## config.mk

```make
export PLATFORM = sky130hd
export DESIGN_NAME = scc_ctrl
export DESIGN_NICKNAME = d
export VERILOG_FILES = /design/src/hw/rtl/scc_pkg.sv /design/src/hw/rtl/scc_ctrl.sv
export SDC_FILE = /design/constraint.sdc
export NUM_CORES = 1
export LEC_CHECK = 0
export BUFFER_PORTS_ARGS = -buffer_cell sky130_fd_sc_hd__buf_2
export CAP_MARGIN = 20
export CORE_UTILIZATION = 25
export DETAILED_ROUTE_END_ITERATION = 6
export HOLD_SLACK_MARGIN = 0.1
export REMOVE_ABC_BUFFERS = 1
export SKIP_LAST_GASP = 1
export SLEW_MARGIN = 20
export SYNTH_ARGS = -nofsm -noshare
export SYNTH_HDL_FRONTEND = slang
export SYNTH_SLANG_ARGS = --single-unit
export TNS_END_PERCENT = 20
```

## constraint.sdc

```tcl
create_clock -name clk -period 5.2 [get_ports clk]
set_clock_uncertainty 0.15 [all_clocks]
set_input_delay 1.3 -clock clk [delete_from_list [all_inputs] [get_ports clk]]
set_output_delay 1.3 -clock clk [all_outputs]
set_load 0.01 [all_outputs]
```

## src/hw/rtl/scc_pkg.sv

```systemverilog
`timescale 1ns / 1ps
// ----------------------------------------------------------------------------
// Stack calculator package
// Shared types, operation codes, status codes and datapath commands.
// ----------------------------------------------------------------------------
package scc_pkg;

    localparam int STACK_DEPTH = 32;
    localparam int PTR_W       = $clog2(STACK_DEPTH);
    localparam int CNT_W       = 6;
    localparam int DATA_W      = 64;
    localparam int KIND_W      = 4;
    localparam int OFF_W       = 8;
    localparam int STAT_W      = 3;
    localparam logic [OFF_W-1:0] SLOT_STEP = 8'h4;

    typedef logic [KIND_W-1:0] kind_t;
    localparam kind_t K_PUSH  = 4'd0;
    localparam kind_t K_ADD   = 4'd1;
    localparam kind_t K_SUB   = 4'd2;
    localparam kind_t K_MUL   = 4'd3;
    localparam kind_t K_DIV   = 4'd4;
    localparam kind_t K_SQRT  = 4'd5;
    localparam kind_t K_DUP   = 4'd6;
    localparam kind_t K_DROP  = 4'd7;
    localparam kind_t K_SWAP  = 4'd8;
    localparam kind_t K_OVER  = 4'd9;
    localparam kind_t K_ROT   = 4'd10;
    localparam kind_t K_PTOP  = 4'd11;
    localparam kind_t K_PALL  = 4'd12;

    typedef logic [STAT_W-1:0] status_t;
    localparam status_t ST_OK      = 3'd0;
    localparam status_t ST_UNDER   = 3'd1;
    localparam status_t ST_OVER    = 3'd2;
    localparam status_t ST_DIVZ    = 3'd3;
    localparam status_t ST_NEGROOT = 3'd4;

    // Selects for the value written back to the stack
    typedef enum logic [2:0] {
        WR_OPND = 3'd0,
        WR_ALU  = 3'd1,
        WR_T    = 3'd2,
        WR_S    = 3'd3,
        WR_U    = 3'd4
    } wsel_t;

    // Controller to datapath commands
    typedef struct packed {
        logic             load_in;   // capture input item
        logic             rd_en;     // issue stack read
        logic [PTR_W-1:0] rd_addr;
        logic [1:0]       rd_dst;    // 0 T, 1 S, 2 U
        logic             wr_en;
        logic [PTR_W-1:0] wr_addr;
        wsel_t            wr_sel;
        logic             alu_start; // start multi-cycle unit
        logic             res_load;  // load output register
        logic             res_from_t;// result = captured T else top reg
        logic [OFF_W-1:0] res_off;
        status_t          res_status;
        logic [CNT_W-1:0] res_count;
        logic             res_last;
        logic             top_load;  // refresh cached top from read data
        logic             top_clear;
        logic             top_from_wr;
    } cmd_t;

    // Datapath to controller status
    typedef struct packed {
        logic  alu_done;
        logic  t_neg;
        logic  s_zero;
        logic  out_busy;
    } stat_t;

endpackage

```

## src/hw/rtl/scc_ctrl.sv

```systemverilog
`timescale 1ns / 1ps
// ----------------------------------------------------------------------------
// Stack calculator controller
// Sequences stack reads, ALU runs, write-back and result transfers.
// ----------------------------------------------------------------------------
module scc_ctrl (
    input  logic              clk,
    input  logic              rst_n,
    input  logic              op_valid,
    output logic              op_ready,
    input  scc_pkg::kind_t    kind_in,
    input  scc_pkg::kind_t    kind_q,
    input  scc_pkg::stat_t    stat,
    output scc_pkg::cmd_t     cmd
);
    import scc_pkg::*;

    typedef enum logic [8:0] {
        S_IDLE  = 9'b000000001,
        S_RD    = 9'b000000010,
        S_WAIT  = 9'b000000100,
        S_EXEC  = 9'b000001000,
        S_ALU   = 9'b000010000,
        S_WB2   = 9'b000100000,
        S_TOP   = 9'b001000000,
        S_EMIT  = 9'b010000000,
        S_DRAIN = 9'b100000000
    } state_t;

    state_t            state_reg, state_next;
    logic [CNT_W-1:0]  cnt_reg, cnt_next;   // stack depth
    logic [1:0]        rdi_reg, rdi_next;   // reads issued
    logic [OFF_W-1:0]  off_reg, off_next;
    status_t           st_reg, st_next;
    logic              pt_reg, pt_next;     // result is captured top (print)
    logic [1:0]        need;
    logic              accept;
    logic [CNT_W-1:0]  c_m1, c_m2, c_m3;

    assign accept = op_valid && op_ready;
    assign c_m1 = cnt_reg - 6'd1;
    assign c_m2 = cnt_reg - 6'd2;
    assign c_m3 = cnt_reg - 6'd3;

    always_comb
    begin
        case (kind_q)
            K_ADD, K_SUB, K_MUL, K_DIV, K_SWAP, K_OVER: need = 2'd2;
            K_ROT:                                     need = 2'd3;
            K_SQRT, K_DUP, K_DROP, K_PTOP:             need = 2'd1;
            default:                                   need = 2'd0;
        endcase
    end

    always_comb
    begin
        state_next = state_reg;
        cnt_next   = cnt_reg;
        rdi_next   = rdi_reg;
        off_next   = off_reg;
        st_next    = st_reg;
        pt_next    = pt_reg;
        op_ready   = 1'b0;
        cmd        = '0;
        cmd.wr_sel = WR_OPND;
        case (state_reg)
            S_IDLE:
            begin
                op_ready = 1'b1;
                if (accept)
                begin
                    cmd.load_in = 1'b1;
                    rdi_next    = '0;
                    off_next    = '0;
                    st_next     = ST_OK;
                    pt_next     = 1'b0;
                    state_next  = (kind_in == K_PALL) ? S_DRAIN : S_RD;
                end
            end
            // Fetch up to three top entries
            S_RD:
            begin
                if ({4'd0, need} > cnt_reg)
                begin
                    st_next    = ST_UNDER;
                    state_next = S_EMIT;
                end
                else if (rdi_reg == need)
                begin
                    state_next = S_WAIT;
                end
                else
                begin
                    cmd.rd_en   = 1'b1;
                    cmd.rd_dst  = rdi_reg;
                    cmd.rd_addr = (rdi_reg == 2'd0) ? c_m1[PTR_W-1:0] :
                                  (rdi_reg == 2'd1) ? c_m2[PTR_W-1:0] : c_m3[PTR_W-1:0];
                    rdi_next    = rdi_reg + 2'd1;
                end
            end
            S_WAIT:
            begin
                state_next = S_EXEC;
            end
            S_EXEC:
            begin
                state_next = S_TOP;
                case (kind_q)
                    K_PUSH, K_DUP:
                    begin
                        if (cnt_reg >= 6'(STACK_DEPTH))
                        begin
                            st_next    = ST_OVER;
                            state_next = S_EMIT;
                        end
                        else
                        begin
                            cmd.wr_en       = 1'b1;
                            cmd.wr_addr     = cnt_reg[PTR_W-1:0];
                            cmd.wr_sel      = (kind_q == K_PUSH) ? WR_OPND : WR_T;
                            cmd.top_from_wr = 1'b1;
                            cnt_next        = cnt_reg + 6'd1;
                            state_next      = S_EMIT;
                        end
                    end
                    K_ADD, K_SUB:
                    begin
                        cmd.wr_en       = 1'b1;
                        cmd.wr_addr     = c_m2[PTR_W-1:0];
                        cmd.wr_sel      = WR_ALU;
                        cmd.top_from_wr = 1'b1;
                        cnt_next        = c_m1;
                        state_next      = S_EMIT;
                    end
                    K_MUL, K_DIV, K_SQRT:
                    begin
                        if ((kind_q == K_DIV) && stat.s_zero)
                        begin
                            st_next    = ST_DIVZ;
                            state_next = S_EMIT;
                        end
                        else if ((kind_q == K_SQRT) && stat.t_neg)
                        begin
                            st_next    = ST_NEGROOT;
                            state_next = S_EMIT;
                        end
                        else
                        begin
                            cmd.alu_start = 1'b1;
                            state_next    = S_ALU;
                        end
                    end
                    K_DROP:
                    begin
                        cnt_next = c_m1;
                        if (c_m1 == 6'd0)
                        begin
                            cmd.top_clear = 1'b1;
                            state_next    = S_EMIT;
                        end
                        else
                        begin
                            cmd.rd_en   = 1'b1;
                            cmd.rd_dst  = 2'd2;
                            cmd.rd_addr = c_m2[PTR_W-1:0];
                        end
                    end
                    K_PTOP:
                    begin
                        cnt_next = c_m1;
                        pt_next  = 1'b1;
                        if (c_m1 == 6'd0)
                        begin
                            cmd.top_clear = 1'b1;
                            state_next    = S_EMIT;
                        end
                        else
                        begin
                            cmd.rd_en   = 1'b1;
                            cmd.rd_dst  = 2'd2;
                            cmd.rd_addr = c_m2[PTR_W-1:0];
                        end
                    end
                    K_SWAP, K_OVER:
                    begin
                        cmd.wr_en       = 1'b1;
                        cmd.wr_addr     = c_m1[PTR_W-1:0];
                        cmd.wr_sel      = WR_S;
                        cmd.top_from_wr = 1'b1;
                        state_next      = (kind_q == K_SWAP) ? S_WB2 : S_EMIT;
                    end
                    K_ROT:
                    begin
                        cmd.wr_en       = 1'b1;
                        cmd.wr_addr     = c_m1[PTR_W-1:0];
                        cmd.wr_sel      = WR_U;
                        cmd.top_from_wr = 1'b1;
                        state_next      = S_WB2;
                    end
                    default:
                    begin
                        state_next = S_EMIT;
                    end
                endcase
            end
            S_ALU:
            begin
                if (stat.alu_done)
                begin
                    cmd.wr_en       = 1'b1;
                    cmd.wr_sel      = WR_ALU;
                    cmd.top_from_wr = 1'b1;
                    if (kind_q == K_SQRT)
                    begin
                        cmd.wr_addr = c_m1[PTR_W-1:0];
                    end
                    else
                    begin
                        cmd.wr_addr = c_m2[PTR_W-1:0];
                        cnt_next    = c_m1;
                    end
                    state_next = S_EMIT;
                end
            end
            // Second write of swap and rot
            S_WB2:
            begin
                cmd.wr_en   = 1'b1;
                cmd.wr_sel  = WR_T;
                cmd.wr_addr = (kind_q == K_SWAP) ? c_m2[PTR_W-1:0] : c_m3[PTR_W-1:0];
                state_next  = S_EMIT;
            end
            // Read data for the new top arrives
            S_TOP:
            begin
                cmd.top_load = 1'b1;
                state_next   = S_EMIT;
            end
            S_EMIT:
            begin
                if (!stat.out_busy)
                begin
                    cmd.res_load   = 1'b1;
                    cmd.res_from_t = pt_reg;
                    cmd.res_status = st_reg;
                    cmd.res_count  = cnt_reg;
                    cmd.res_last   = 1'b1;
                    state_next     = S_IDLE;
                end
            end
            // Pop and emit one entry per pass
            S_DRAIN:
            begin
                if (cnt_reg == 6'd0)
                begin
                    cmd.top_clear = 1'b1;
                    state_next    = S_IDLE;
                end
                else if (rdi_reg == 2'd0)
                begin
                    cmd.rd_en   = 1'b1;
                    cmd.rd_dst  = 2'd0;
                    cmd.rd_addr = c_m1[PTR_W-1:0];
                    rdi_next    = 2'd1;
                end
                else if (rdi_reg == 2'd1)
                begin
                    rdi_next = 2'd2;
                end
                else if (!stat.out_busy)
                begin
                    cmd.res_load   = 1'b1;
                    cmd.res_from_t = 1'b1;
                    cmd.res_off    = off_reg;
                    cmd.res_status = ST_OK;
                    cmd.res_count  = c_m1;
                    cmd.res_last   = (c_m1 == 6'd0);
                    cnt_next       = c_m1;
                    off_next       = off_reg + SLOT_STEP;
                    rdi_next       = 2'd0;
                end
            end
            default:
            begin
                state_next = S_IDLE;
            end
        endcase
    end

    always_ff @(posedge clk or negedge rst_n)
    begin
        if (!rst_n)
        begin
            state_reg <= S_IDLE;
            cnt_reg   <= '0;
            rdi_reg   <= '0;
            off_reg   <= '0;
            st_reg    <= ST_OK;
            pt_reg    <= 1'b0;
        end
        else
        begin
            state_reg <= state_next;
            cnt_reg   <= cnt_next;
            rdi_reg   <= rdi_next;
            off_reg   <= off_next;
            st_reg    <= st_next;
            pt_reg    <= pt_next;
        end
    end

    ap_depth: assert property (@(posedge clk) disable iff (!rst_n)
        cnt_reg <= 6'(STACK_DEPTH)) else $error("depth beyond stack size");
    ap_onehot: assert property (@(posedge clk) disable iff (!rst_n)
        $onehot(state_reg)) else $error("state not one-hot");
    ap_err_hold: assert property (@(posedge clk) disable iff (!rst_n)
        (state_reg == S_EMIT && st_reg != ST_OK) |-> !cmd.wr_en)
        else $error("write on error");
endmodule

```

==> flow_summary.ini, run 1 <==
[placement]
place_ws_ns = -0.192
globalplace.congestion = 0.915
placement.io_buffers = 55
dpl.hpwl_mm = 7.67

[cts]
clockRootBuffer = clkbuf_16
cts_max_level = 1
ctsHoldBuffers = 0
clkSinkCount = 27
clkTransAtPathRegs_ns = 0.07
post_cts.repair.setup_buffers = 0
clk_latency_ns = 0.27
cts_made_buffers = 3
clock_path_buffers = 2
cts_tree = yes

[detailed_routing]
drt-total-wl_mm = 10.1
via_per_inst = 5.44
drtAntennaViolNets = 0
vias = 3213
first_pass_iters = 5
avgRoutedWirePerCell_um = 17.0
dr.first_iter.drc_count = 243
drt_drc_violations_left = 0

[cells_and_area]
largest_reg_flops = 9
final_cell_mix = 55 x buf_2, 45 x nand2_1, 28 x nor2_1, 27 x o21ai_0, 26 x dfrtp_1
fin_nets = 478
syn_to_final_growth_pct = 18.9
drive_gt1_frac = 0.228
final_common_cell = buf_2
diodes = 0

[power]
seqPwrFrac = 0.241
p_per_area_nw_per_um2 = 418
power.switching_w = 0.000768
total_power_w = 0.00151
p_clk_frac = 0.123
power.internal_w = 0.000745
p_leak_nw = 1.64
switching_share = 0.508
peakVddDrop_mv = 0.142
power_frac_comb = 0.637

[die]
initial_utilization = 0.261
die_y_um = 112
io_pins = 58
rows = 39
core_um2 = 11700
die-area_um2 = 12600
fp.dieW_um = 112

[critical_path]
path_max_fanout = 5
worstSetupPathType = primary input to primary output
end_kind = primary output
cp.required_ns = 3.75
startpoint_type = primary input
crit_arrival_ns = 3.64

[sta]
setup_viol = 0
max_freq_ghz = 0.197
period_needed_ns = 5.09
maxSlewViolCount = 0
max_slew.worst_pin.slew_ns = 0.741
hold_viol_final = 0
finalWorstSetupSlack_ns = 0.114
post-route-period-util = 0.978
rsz0062_at_grt = no
slew_headroom = 0.502

[yosys]
synth_compound_gate_area_share = 0.238
ys_warn_count = 0
netlist_area_um2 = 3050
syn_avg_cell_area_um2 = 7.71
synth_top_family_by_area = simple AND/OR/NAND/NOR gates
synth.area.mux_share = 0.0435
yosysUniqueCellTypes = 72
synth_ff_type = dfrtp_1
ys_seq_area_frac = 0.222
async_flop_share = 1.00
synthSimpleGateAreaFrac = 0.304
synth_enable_flop_cells = 0
synth_xor_area_frac = 0.0690
yosys_register_bits = 27
syn_inst = 395
synthAdderAreaFrac = 0.0575

[global_routing]
grt_pass1_vias = 3052
grt_overflow = 0
grt_first_pass_wirelength_mm = 15.8
track_usage = 0.155
grt_max_degree = 28
antenna_found_initial = 0

[worst_hold_path]
hold_path.class = flop to flop

[status]
status = finished, final reports clean

[flow_run]
maxCapViolations = 0
-- power groups by stage --
stage                     Sequential [W]  Combinational (W)  Clock (W)
final                           0.000364           0.000963   0.000186
after global placement          0.000364           0.000916          0
after detailed placement        0.000365           0.000926          0
after global routing            0.000375            0.00105   0.000196
after CTS                       0.000361           0.000937   0.000189
after floorplan                 0.000345           0.000644          0
-- logic make-up (layout without fill, tap and decap cells) --
logic type / Yosys count / in the layout
mux: 13 / 13
simple gates: 167 / 167
flops: 27 / 27
compound gates: 107 / 108
other cells: 1 / 2
buf+inv: 42 / 93
fa+ha+maj: 14 / 14
xor+xnor: 24 / 24
-- stage by stage --
step                      setup TNS [ns]  instances  utilization  hold slack [ns]  cell area (µm²)
after floorplan                        0        370            -            0.299             2910
after detailed placement           -1.03        586        0.301            0.339             3510
after CTS                              0        590        0.309            0.357             3600
after global routing                   0        591        0.310            0.367             3620
final                                  0        591        0.310            0.352             3620
after global placement            -0.328        586        0.301            0.336             3510
-- path summary, 6_finish.rpt --
check	start	end	slack [ns]	depth (start not counted)
min	st_reg[0]$_DFFE_PN0P_	st_reg[0]$_DFFE_PN0P_	0.35	1
max reg2reg	cnt_reg[1]$_DFFE_PN0P_	off_reg[7]$_DFFE_PN0P_	2.18	9
max in group asynchronous	rst_n	state_reg[6]$_DFFE_PN0P_	3.60	1
min in group asynchronous	rst_n	off_reg[7]$_DFFE_PN0P_	0.89	1
min reg2reg	st_reg[0]$_DFFE_PN0P_	st_reg[0]$_DFFE_PN0P_	0.35	1
max	kind_q[0]	cmd[35]	0.11	14
-- synth_stat cells, drive strengths merged (2+ instances only) --
| cell | number | area, µm² |
|---|---|---|
| a21o | 3 | 22.5 |
| nand4 | 8 | 50.1 |
| nor4b | 6 | 67.6 |
| or3 | 3 | 23.8 |
| and3 | 4 | 26.3 |
| nand2 | 46 | 175 |
| clkbuf | 9 | 33.8 |
| xor2 | 11 | 96.3 |
| mux2 | 2 | 22.5 |
| a32oi | 2 | 25.0 |
| o21ai | 27 | 135 |
| nand3 | 11 | 60.1 |
| nand3b | 5 | 37.5 |
| o32ai | 3 | 33.8 |
| o21a | 2 | 15.0 |
| nor4 | 3 | 40.0 |
| o22ai | 6 | 37.5 |
| xnor2 | 13 | 114 |
| buf | 17 | 101 |
| nor3 | 17 | 90.1 |
| ha | 14 | 175 |
| nand2b | 8 | 50.1 |
| o221ai | 6 | 52.6 |
| o21bai | 3 | 22.5 |
| nor3b | 5 | 42.5 |
| o211ai | 4 | 30.0 |
| or2 | 2 | 12.5 |
| dfrtp | 26 | 651 |
| a22oi | 4 | 30.0 |
| nor2 | 29 | 111 |
| a21oi | 24 | 120 |
| mux2i | 11 | 110 |
| o22a | 2 | 17.5 |
| o2111ai | 2 | 17.5 |
| a31oi | 4 | 25.0 |
| nor2b | 6 | 37.5 |
| and2 | 10 | 62.6 |
| o31ai | 2 | 15.0 |
| inv | 16 | 60.1 |
-- area by class of cell --
class / instances / area, µm²
clock buffers: 3 / 75.1
clock inverters: 1 / 7.51
fillers: 1245 / 8040
inverters: 16 / 60.1
multi-input cells: 328 / 2210
flip-flops and latches: 27 / 677
well taps: 143 / 179
repair buffers: 73 / 410
-- what timing repair did --
action	CTS	global route
gates resized for setup	3	1
pin swaps	0	1
cloned	0	1
endpoints found under the setup margin	7	6
-- critical path, stage by stage --
cell and delay [ns]:
buf_2 0.11, nor2_1 0.13, inv_1 0.07, ha_1 0.28, a22oi_2 0.19, inv_1 0.07, ha_1 0.28, nor2b_1 0.14
o2111ai_2 0.21, nand2_2 0.13, o21ba_4 0.29, nand3b_1 0.08, a32oi_1 0.19, buf_2 0.15
-- routing by layer --
layer | up-vias | wire length, µm | part of all wire | GRT usage
met1 | 1529 | 4650 | 0.46 | 0.218
li1 | 1542 | - | - | -
met5 | - | 0 | 0 | 0
met3 | 14 | 571 | 0.057 | 0.0189
met4 | 0 | 132 | 0.013 | 0.0276
met2 | 128 | 4720 | 0.47 | 0.258
Note: power is estimated with default switching activity, not from simulation.
==> inputs of run 2 (changes only) <==
--- a/config.mk
+++ b/config.mk
@@ -10,10 +10,10 @@
 export CORE_UTILIZATION = 25
 export DETAILED_ROUTE_END_ITERATION = 6
 export HOLD_SLACK_MARGIN = 0.1
+export MAX_ROUTING_LAYER = met4
 export REMOVE_ABC_BUFFERS = 1
 export SKIP_LAST_GASP = 1
 export SLEW_MARGIN = 20
 export SYNTH_ARGS = -nofsm -noshare
 export SYNTH_HDL_FRONTEND = slang
 export SYNTH_SLANG_ARGS = --single-unit
-export TNS_END_PERCENT = 20
==> flow_summary.ini, run 2 (same netlist as run 1, synthesis figures left out) <==
[critical_path]
cp_slowest_cell = o21ba_4
reg2reg_from = cnt_reg[1]$_DFFE_PN0P_
end_kind = primary output
cp.required_ns = 3.75
ff2ff_path_depth = 9
worstSetupPathType = primary input to primary output
r2r_setup_slack_ns = 2.12
r2r_end = off_reg[5]$_DFFE_PN0P_
crit_arrival_ns = 3.59
startpoint_type = primary input
path_max_fanout = 9
path_cells = buf_2 -> nor2_1 -> inv_1 -> ha_1 -> a22oi_2 -> inv_1 -> ha_1 -> nor2b_1 -> o2111ai_2 -> nand2_2 -> o21ba_4 -> nand3b_1 -> a32oi_1 -> buf_2
crit_path_max_incr_delay_ns = 0.29

[status]
status = finished, final reports clean

[placement]
dpl.hpwl_mm = 7.69
globalplace.congestion = 0.929
dp.cells = 586
post_dp_cell_area_um2 = 3510
placement.io_buffers = 55

[cts]
clk_latency_ns = 0.27
cts_made_buffers = 3
clockRootBuffer = clkbuf_16
clock_path_buffers = 2
cts_max_level = 1
ctsHoldBuffers = 0
clkSinkCount = 27
cts_tree = yes
clkTransAtPathRegs_ns = 0.07

[sta]
maxSlewViolCount = 0
max_slew.worst_pin.slew_ns = 0.761
setup_viol = 0
max_freq_ghz = 0.199
timing.hold.ws_ns = 0.364
post-route-period-util = 0.968
period_needed_ns = 5.04
slew_headroom = 0.492
fin_tns_setup_ns = 0
hold_viol_final = 0

[cells_and_area]
drive_gt1_frac = 0.224
final_common_cell = buf_2
largest_reg_flops = 9
fin_area_um2 = 3610
diodes = 0
syn_to_final_growth_pct = 18.4
fin_nets = 477
final_cell_mix = 55 x buf_2, 45 x nand2_1, 28 x nor2_1, 27 x o21ai_0, 26 x dfrtp_1
layout.cells.non_filler = 590

[power]
total_power_w = 0.00149
peakVddDrop_mv = 0.178
p_leak_nw = 1.64
p_per_area_nw_per_um2 = 414

[global_routing]
track_usage = 0.160
grt_max_degree = 28
grt_pass1_vias = 3027
grt_first_pass_wirelength_mm = 15.8
antenna_found_initial = 0
grt_overflow = 0

[detailed_routing]
drtAntennaViolNets = 0
avgRoutedWirePerCell_um = 16.8
via_per_inst = 5.39
vias = 3183
drt_drc_violations_left = 0
first_pass_iters = 5
drt-total-wl_mm = 9.89
dr.first_iter.drc_count = 206

[die]
fp.dieW_um = 112
rows = 39
core_um2 = 11700
initial_utilization = 0.261
io_pins = 58
die-area_um2 = 12600
die_y_um = 112

[flow_run]
maxCapViolations = 0

[worst_hold_path]
hold_path.class = flop to flop
worstHoldPathCells = 1
hp-start = st_reg[1]$_DFFE_PN0P_
holdPathEnd = st_reg[1]$_DFFE_PN0P_
==> run 2: changes by cell type in the layout (fill, tap and decap cells not counted) <==
cell | previous run | this run
o21ba_2 | 1 | 0
clkinvlp_4 | 1 | 0
clkbuf_1 | 0 | 1
==> run 2: layout make-up <==
type	instances	area (µm²)
clock buffers	4	78.8
repair buffers	73	410
fillers	1274	8060
well taps	143	179
multi-input cells	327	2200
flip-flops and latches	27	677
inverters	16	60.1
==> run 2: worst max-delay path: cells and delay by family <==
kind | cells | cell delay (ns)
AOI/OAI and AO/OA | 4 | 0.87
buffers and inverters | 4 | 0.39
and+or+nand+nor | 4 | 0.46
adders and majority gates | 2 | 0.56
==> run 2: per-stage QoR <==
step,setup slack (ns),utilization
5_1_grt,-0.0150,0.309
3_5_place_dp,-0.142,0.301
2_1_floorplan,0.100,-
3_3_place_gp,-0.0922,0.301
4_1_cts,0.0174,0.308
6_report,0.164,0.309
==> run 2: power breakdown <==
part	switching, W	leakage, nW	internal, W	total, W
sequential	0.000111	0.362	0.000253	0.000365
clock	0.0000788	0.0382	0.000105	0.000184
combinational	0.000562	1.24	0.000384	0.000946
total	0.000752	1.64	0.000742	0.00149
==> run 2: worst max path at each step <==
stage	from	to	slack (ns)	depth (start not counted)
floorplan	kind_q[0]	cmd[35]	0.10	12
global route	kind_q[0]	cmd[35]	-0.02	14
global placement	kind_q[0]	cmd[35]	-0.09	14
detailed placement	kind_q[0]	cmd[36]	-0.14	15
finish	kind_q[0]	cmd[35]	0.16	14
CTS	kind_q[0]	cmd[35]	0.02	14
==> run 2: repair_timing <==
item                                    4_1_cts  5_1_grt
endpoints found under the hold margin         0        0
endpoints found under the setup margin        7        7
resized for setup                             2        2
buffers inserted                              0        0
==> run 2: per-layer routing <==
layer	part of all wire	wire (µm)	track usage
met1	0.45	4470	0.208
met2	0.48	4760	0.265
met3	0.052	515	0.0205
met4	0.015	147	0.0364
met5	0	0	-
==> inputs of run 3 (changes only) <==
--- a/config.mk
+++ b/config.mk
@@ -7,6 +7,7 @@
 export LEC_CHECK = 0
 export BUFFER_PORTS_ARGS = -buffer_cell sky130_fd_sc_hd__buf_2
 export CAP_MARGIN = 20
+export CORE_MARGIN = 2
 export CORE_UTILIZATION = 25
 export DETAILED_ROUTE_END_ITERATION = 6
 export HOLD_SLACK_MARGIN = 0.1
==> constraint.sdc (replaced) <==
create_clock -name clk -period 5.2 [get_ports clk]
set_clock_uncertainty 0.15 [all_clocks]
set_input_delay 0.52 -clock clk [delete_from_list [all_inputs] [get_ports clk]]
set_output_delay 0.52 -clock clk [all_outputs]
set_load 0.01 [all_outputs]
==> flow_summary.ini, run 3 (same netlist as run 1, synthesis figures left out) <==
[status]
status = finished, final reports clean

[sta]
maxSlewViolCount = 0
slew_headroom = 0.338
hold_viol_final = 0
max_slew.worst_pin.slew_ns = 0.980
max_freq_ghz = 0.238
fin_tns_setup_ns = 0
period_needed_ns = 4.20
timing.hold.ws_ns = 0.131
rsz0062_at_grt = no
setup_viol = 0
post-route-period-util = 0.809

[cells_and_area]
largest_reg_flops = 9
final_cell_mix = 55 x buf_2, 45 x nand2_1, 28 x nor2_1, 27 x o21ai_0, 26 x dfrtp_1
fillers = 1302
diodes = 0
final_common_cell = buf_2
drive_gt1_frac = 0.190
syn_to_final_growth_pct = 14.2
fin_nets = 461

[die]
fp.dieW_um = 114
core_um2 = 12000
die_y_um = 114
die-area_um2 = 13100
io_pins = 58
rows = 40
initial_utilization = 0.255

[power]
p_per_area_nw_per_um2 = 414
peakVddDrop_mv = 0.151
p_leak_nw = 1.56

[critical_path]
worstSetupPathType = primary input to primary output
path_max_fanout = 14
end_kind = primary output
crit_arrival_ns = 3.53
ff2ff_path_depth = 8
cp.required_ns = 4.53
startpoint_type = primary input

[placement]
globalplace.congestion = 0.980
placement.io_buffers = 55
dpl.hpwl_mm = 7.86

[cts]
cts_made_buffers = 3
ctsHoldBuffers = 0
clkTransAtPathRegs_ns = 0.07
clkSinkCount = 27
cts_max_level = 1
clock_path_buffers = 2
post_cts.repair.setup_buffers = 0
clockRootBuffer = clkbuf_16
ctsResizeCount = 0
cts_tree = yes
clk_latency_ns = 0.27

[detailed_routing]
dr.first_iter.drc_count = 296
vias = 3222
first_pass_iters = 5
via_per_inst = 5.57
drt-total-wl_mm = 10.1
drtAntennaViolNets = 0
drt_drc_violations_left = 0
avgRoutedWirePerCell_um = 17.5

[global_routing]
grt_pass1_vias = 2939
track_usage = 0.161
grt_overflow = 0
grt_first_pass_wirelength_mm = 16.0
grt_max_degree = 28
antenna_found_initial = 0

[worst_hold_path]
hold_path.class = primary input to asynchronous set/reset pin

[flow_run]
maxCapViolations = 0
## run 3: power by group
part	leakage (nW)	internal [W]	switching (W)
Clock	0.0371	0.000105	0.0000792
Sequential	0.362	0.000253	0.000130
Combinational	1.16	0.000347	0.000524
## run 3: path summary, 6_finish.rpt
path / from / slack, ns / endpoint
max in group asynchronous: rst_n / 4.34 / off_reg[5]$_DFFE_PN0P_
min in group clk: kind_in[1] / 0.31 / state_reg[8]$_DFFE_PN0P_
worst max register to register: cnt_reg[1]$_DFFE_PN0P_ / 2.13 / state_reg[1]$_DFFE_PN0P_
worst min-delay path: rst_n / 0.13 / state_reg[3]$_DFFE_PN0P_
worst min register to register: st_reg[0]$_DFFE_PN0P_ / 0.35 / st_reg[0]$_DFFE_PN0P_
worst max-delay path: kind_q[0] / 1.0 / cmd[35]
## run 3: area by class of cell
cell class / instances / area [µm²] / area share
repair buffers: 57 / 290 / 0.0835
inverters: 16 / 60.1 / 0.0173
well taps: 147 / 184 / 0.0529
clock inverters: 1 / 7.51 / 0.00216
clock buffers: 3 / 75.1 / 0.0216
flip-flops and latches: 27 / 677 / 0.195
multi-input cells: 327 / 2180 / 0.628
## run 3: per-stage QoR
stage	std cells	cell area, µm²	worst slack (ns)	util	power [W]
floorplan	370	2910	1.66	-	0.000989
global placement	574	3390	1.11	0.284	0.00124
detailed placement	574	3390	1.04	0.284	0.00125
CTS	578	3480	1.03	0.291	0.00144
global route	578	3480	0.686	0.291	0.00155
finish	578	3480	0.995	0.291	0.00144
## run 3: worst max-delay path, stage by stage
cell and delay [ns]:
buf_2 0.18, nor2_1 0.20, inv_1 0.11, ha_1 0.28, a22oi_1 0.25, inv_1 0.08
ha_1 0.28, nor2b_1 0.14, o2111ai_1 0.38, nand2_2 0.14, o21ba_1 0.48, o21ai_0 0.15
a32oi_1 0.17, buf_2 0.15
## run 3: layer usage
layer / part of all wire / vias to the layer above / GRT usage
met2: 0.45 / 135 / 0.244
met3: 0.077 / 11 / 0.0265
li1: - / 1500 / -
met5: 0 / - / -
met4: 0.012 / 0 / 0.0407
met1: 0.46 / 1576 / 0.225
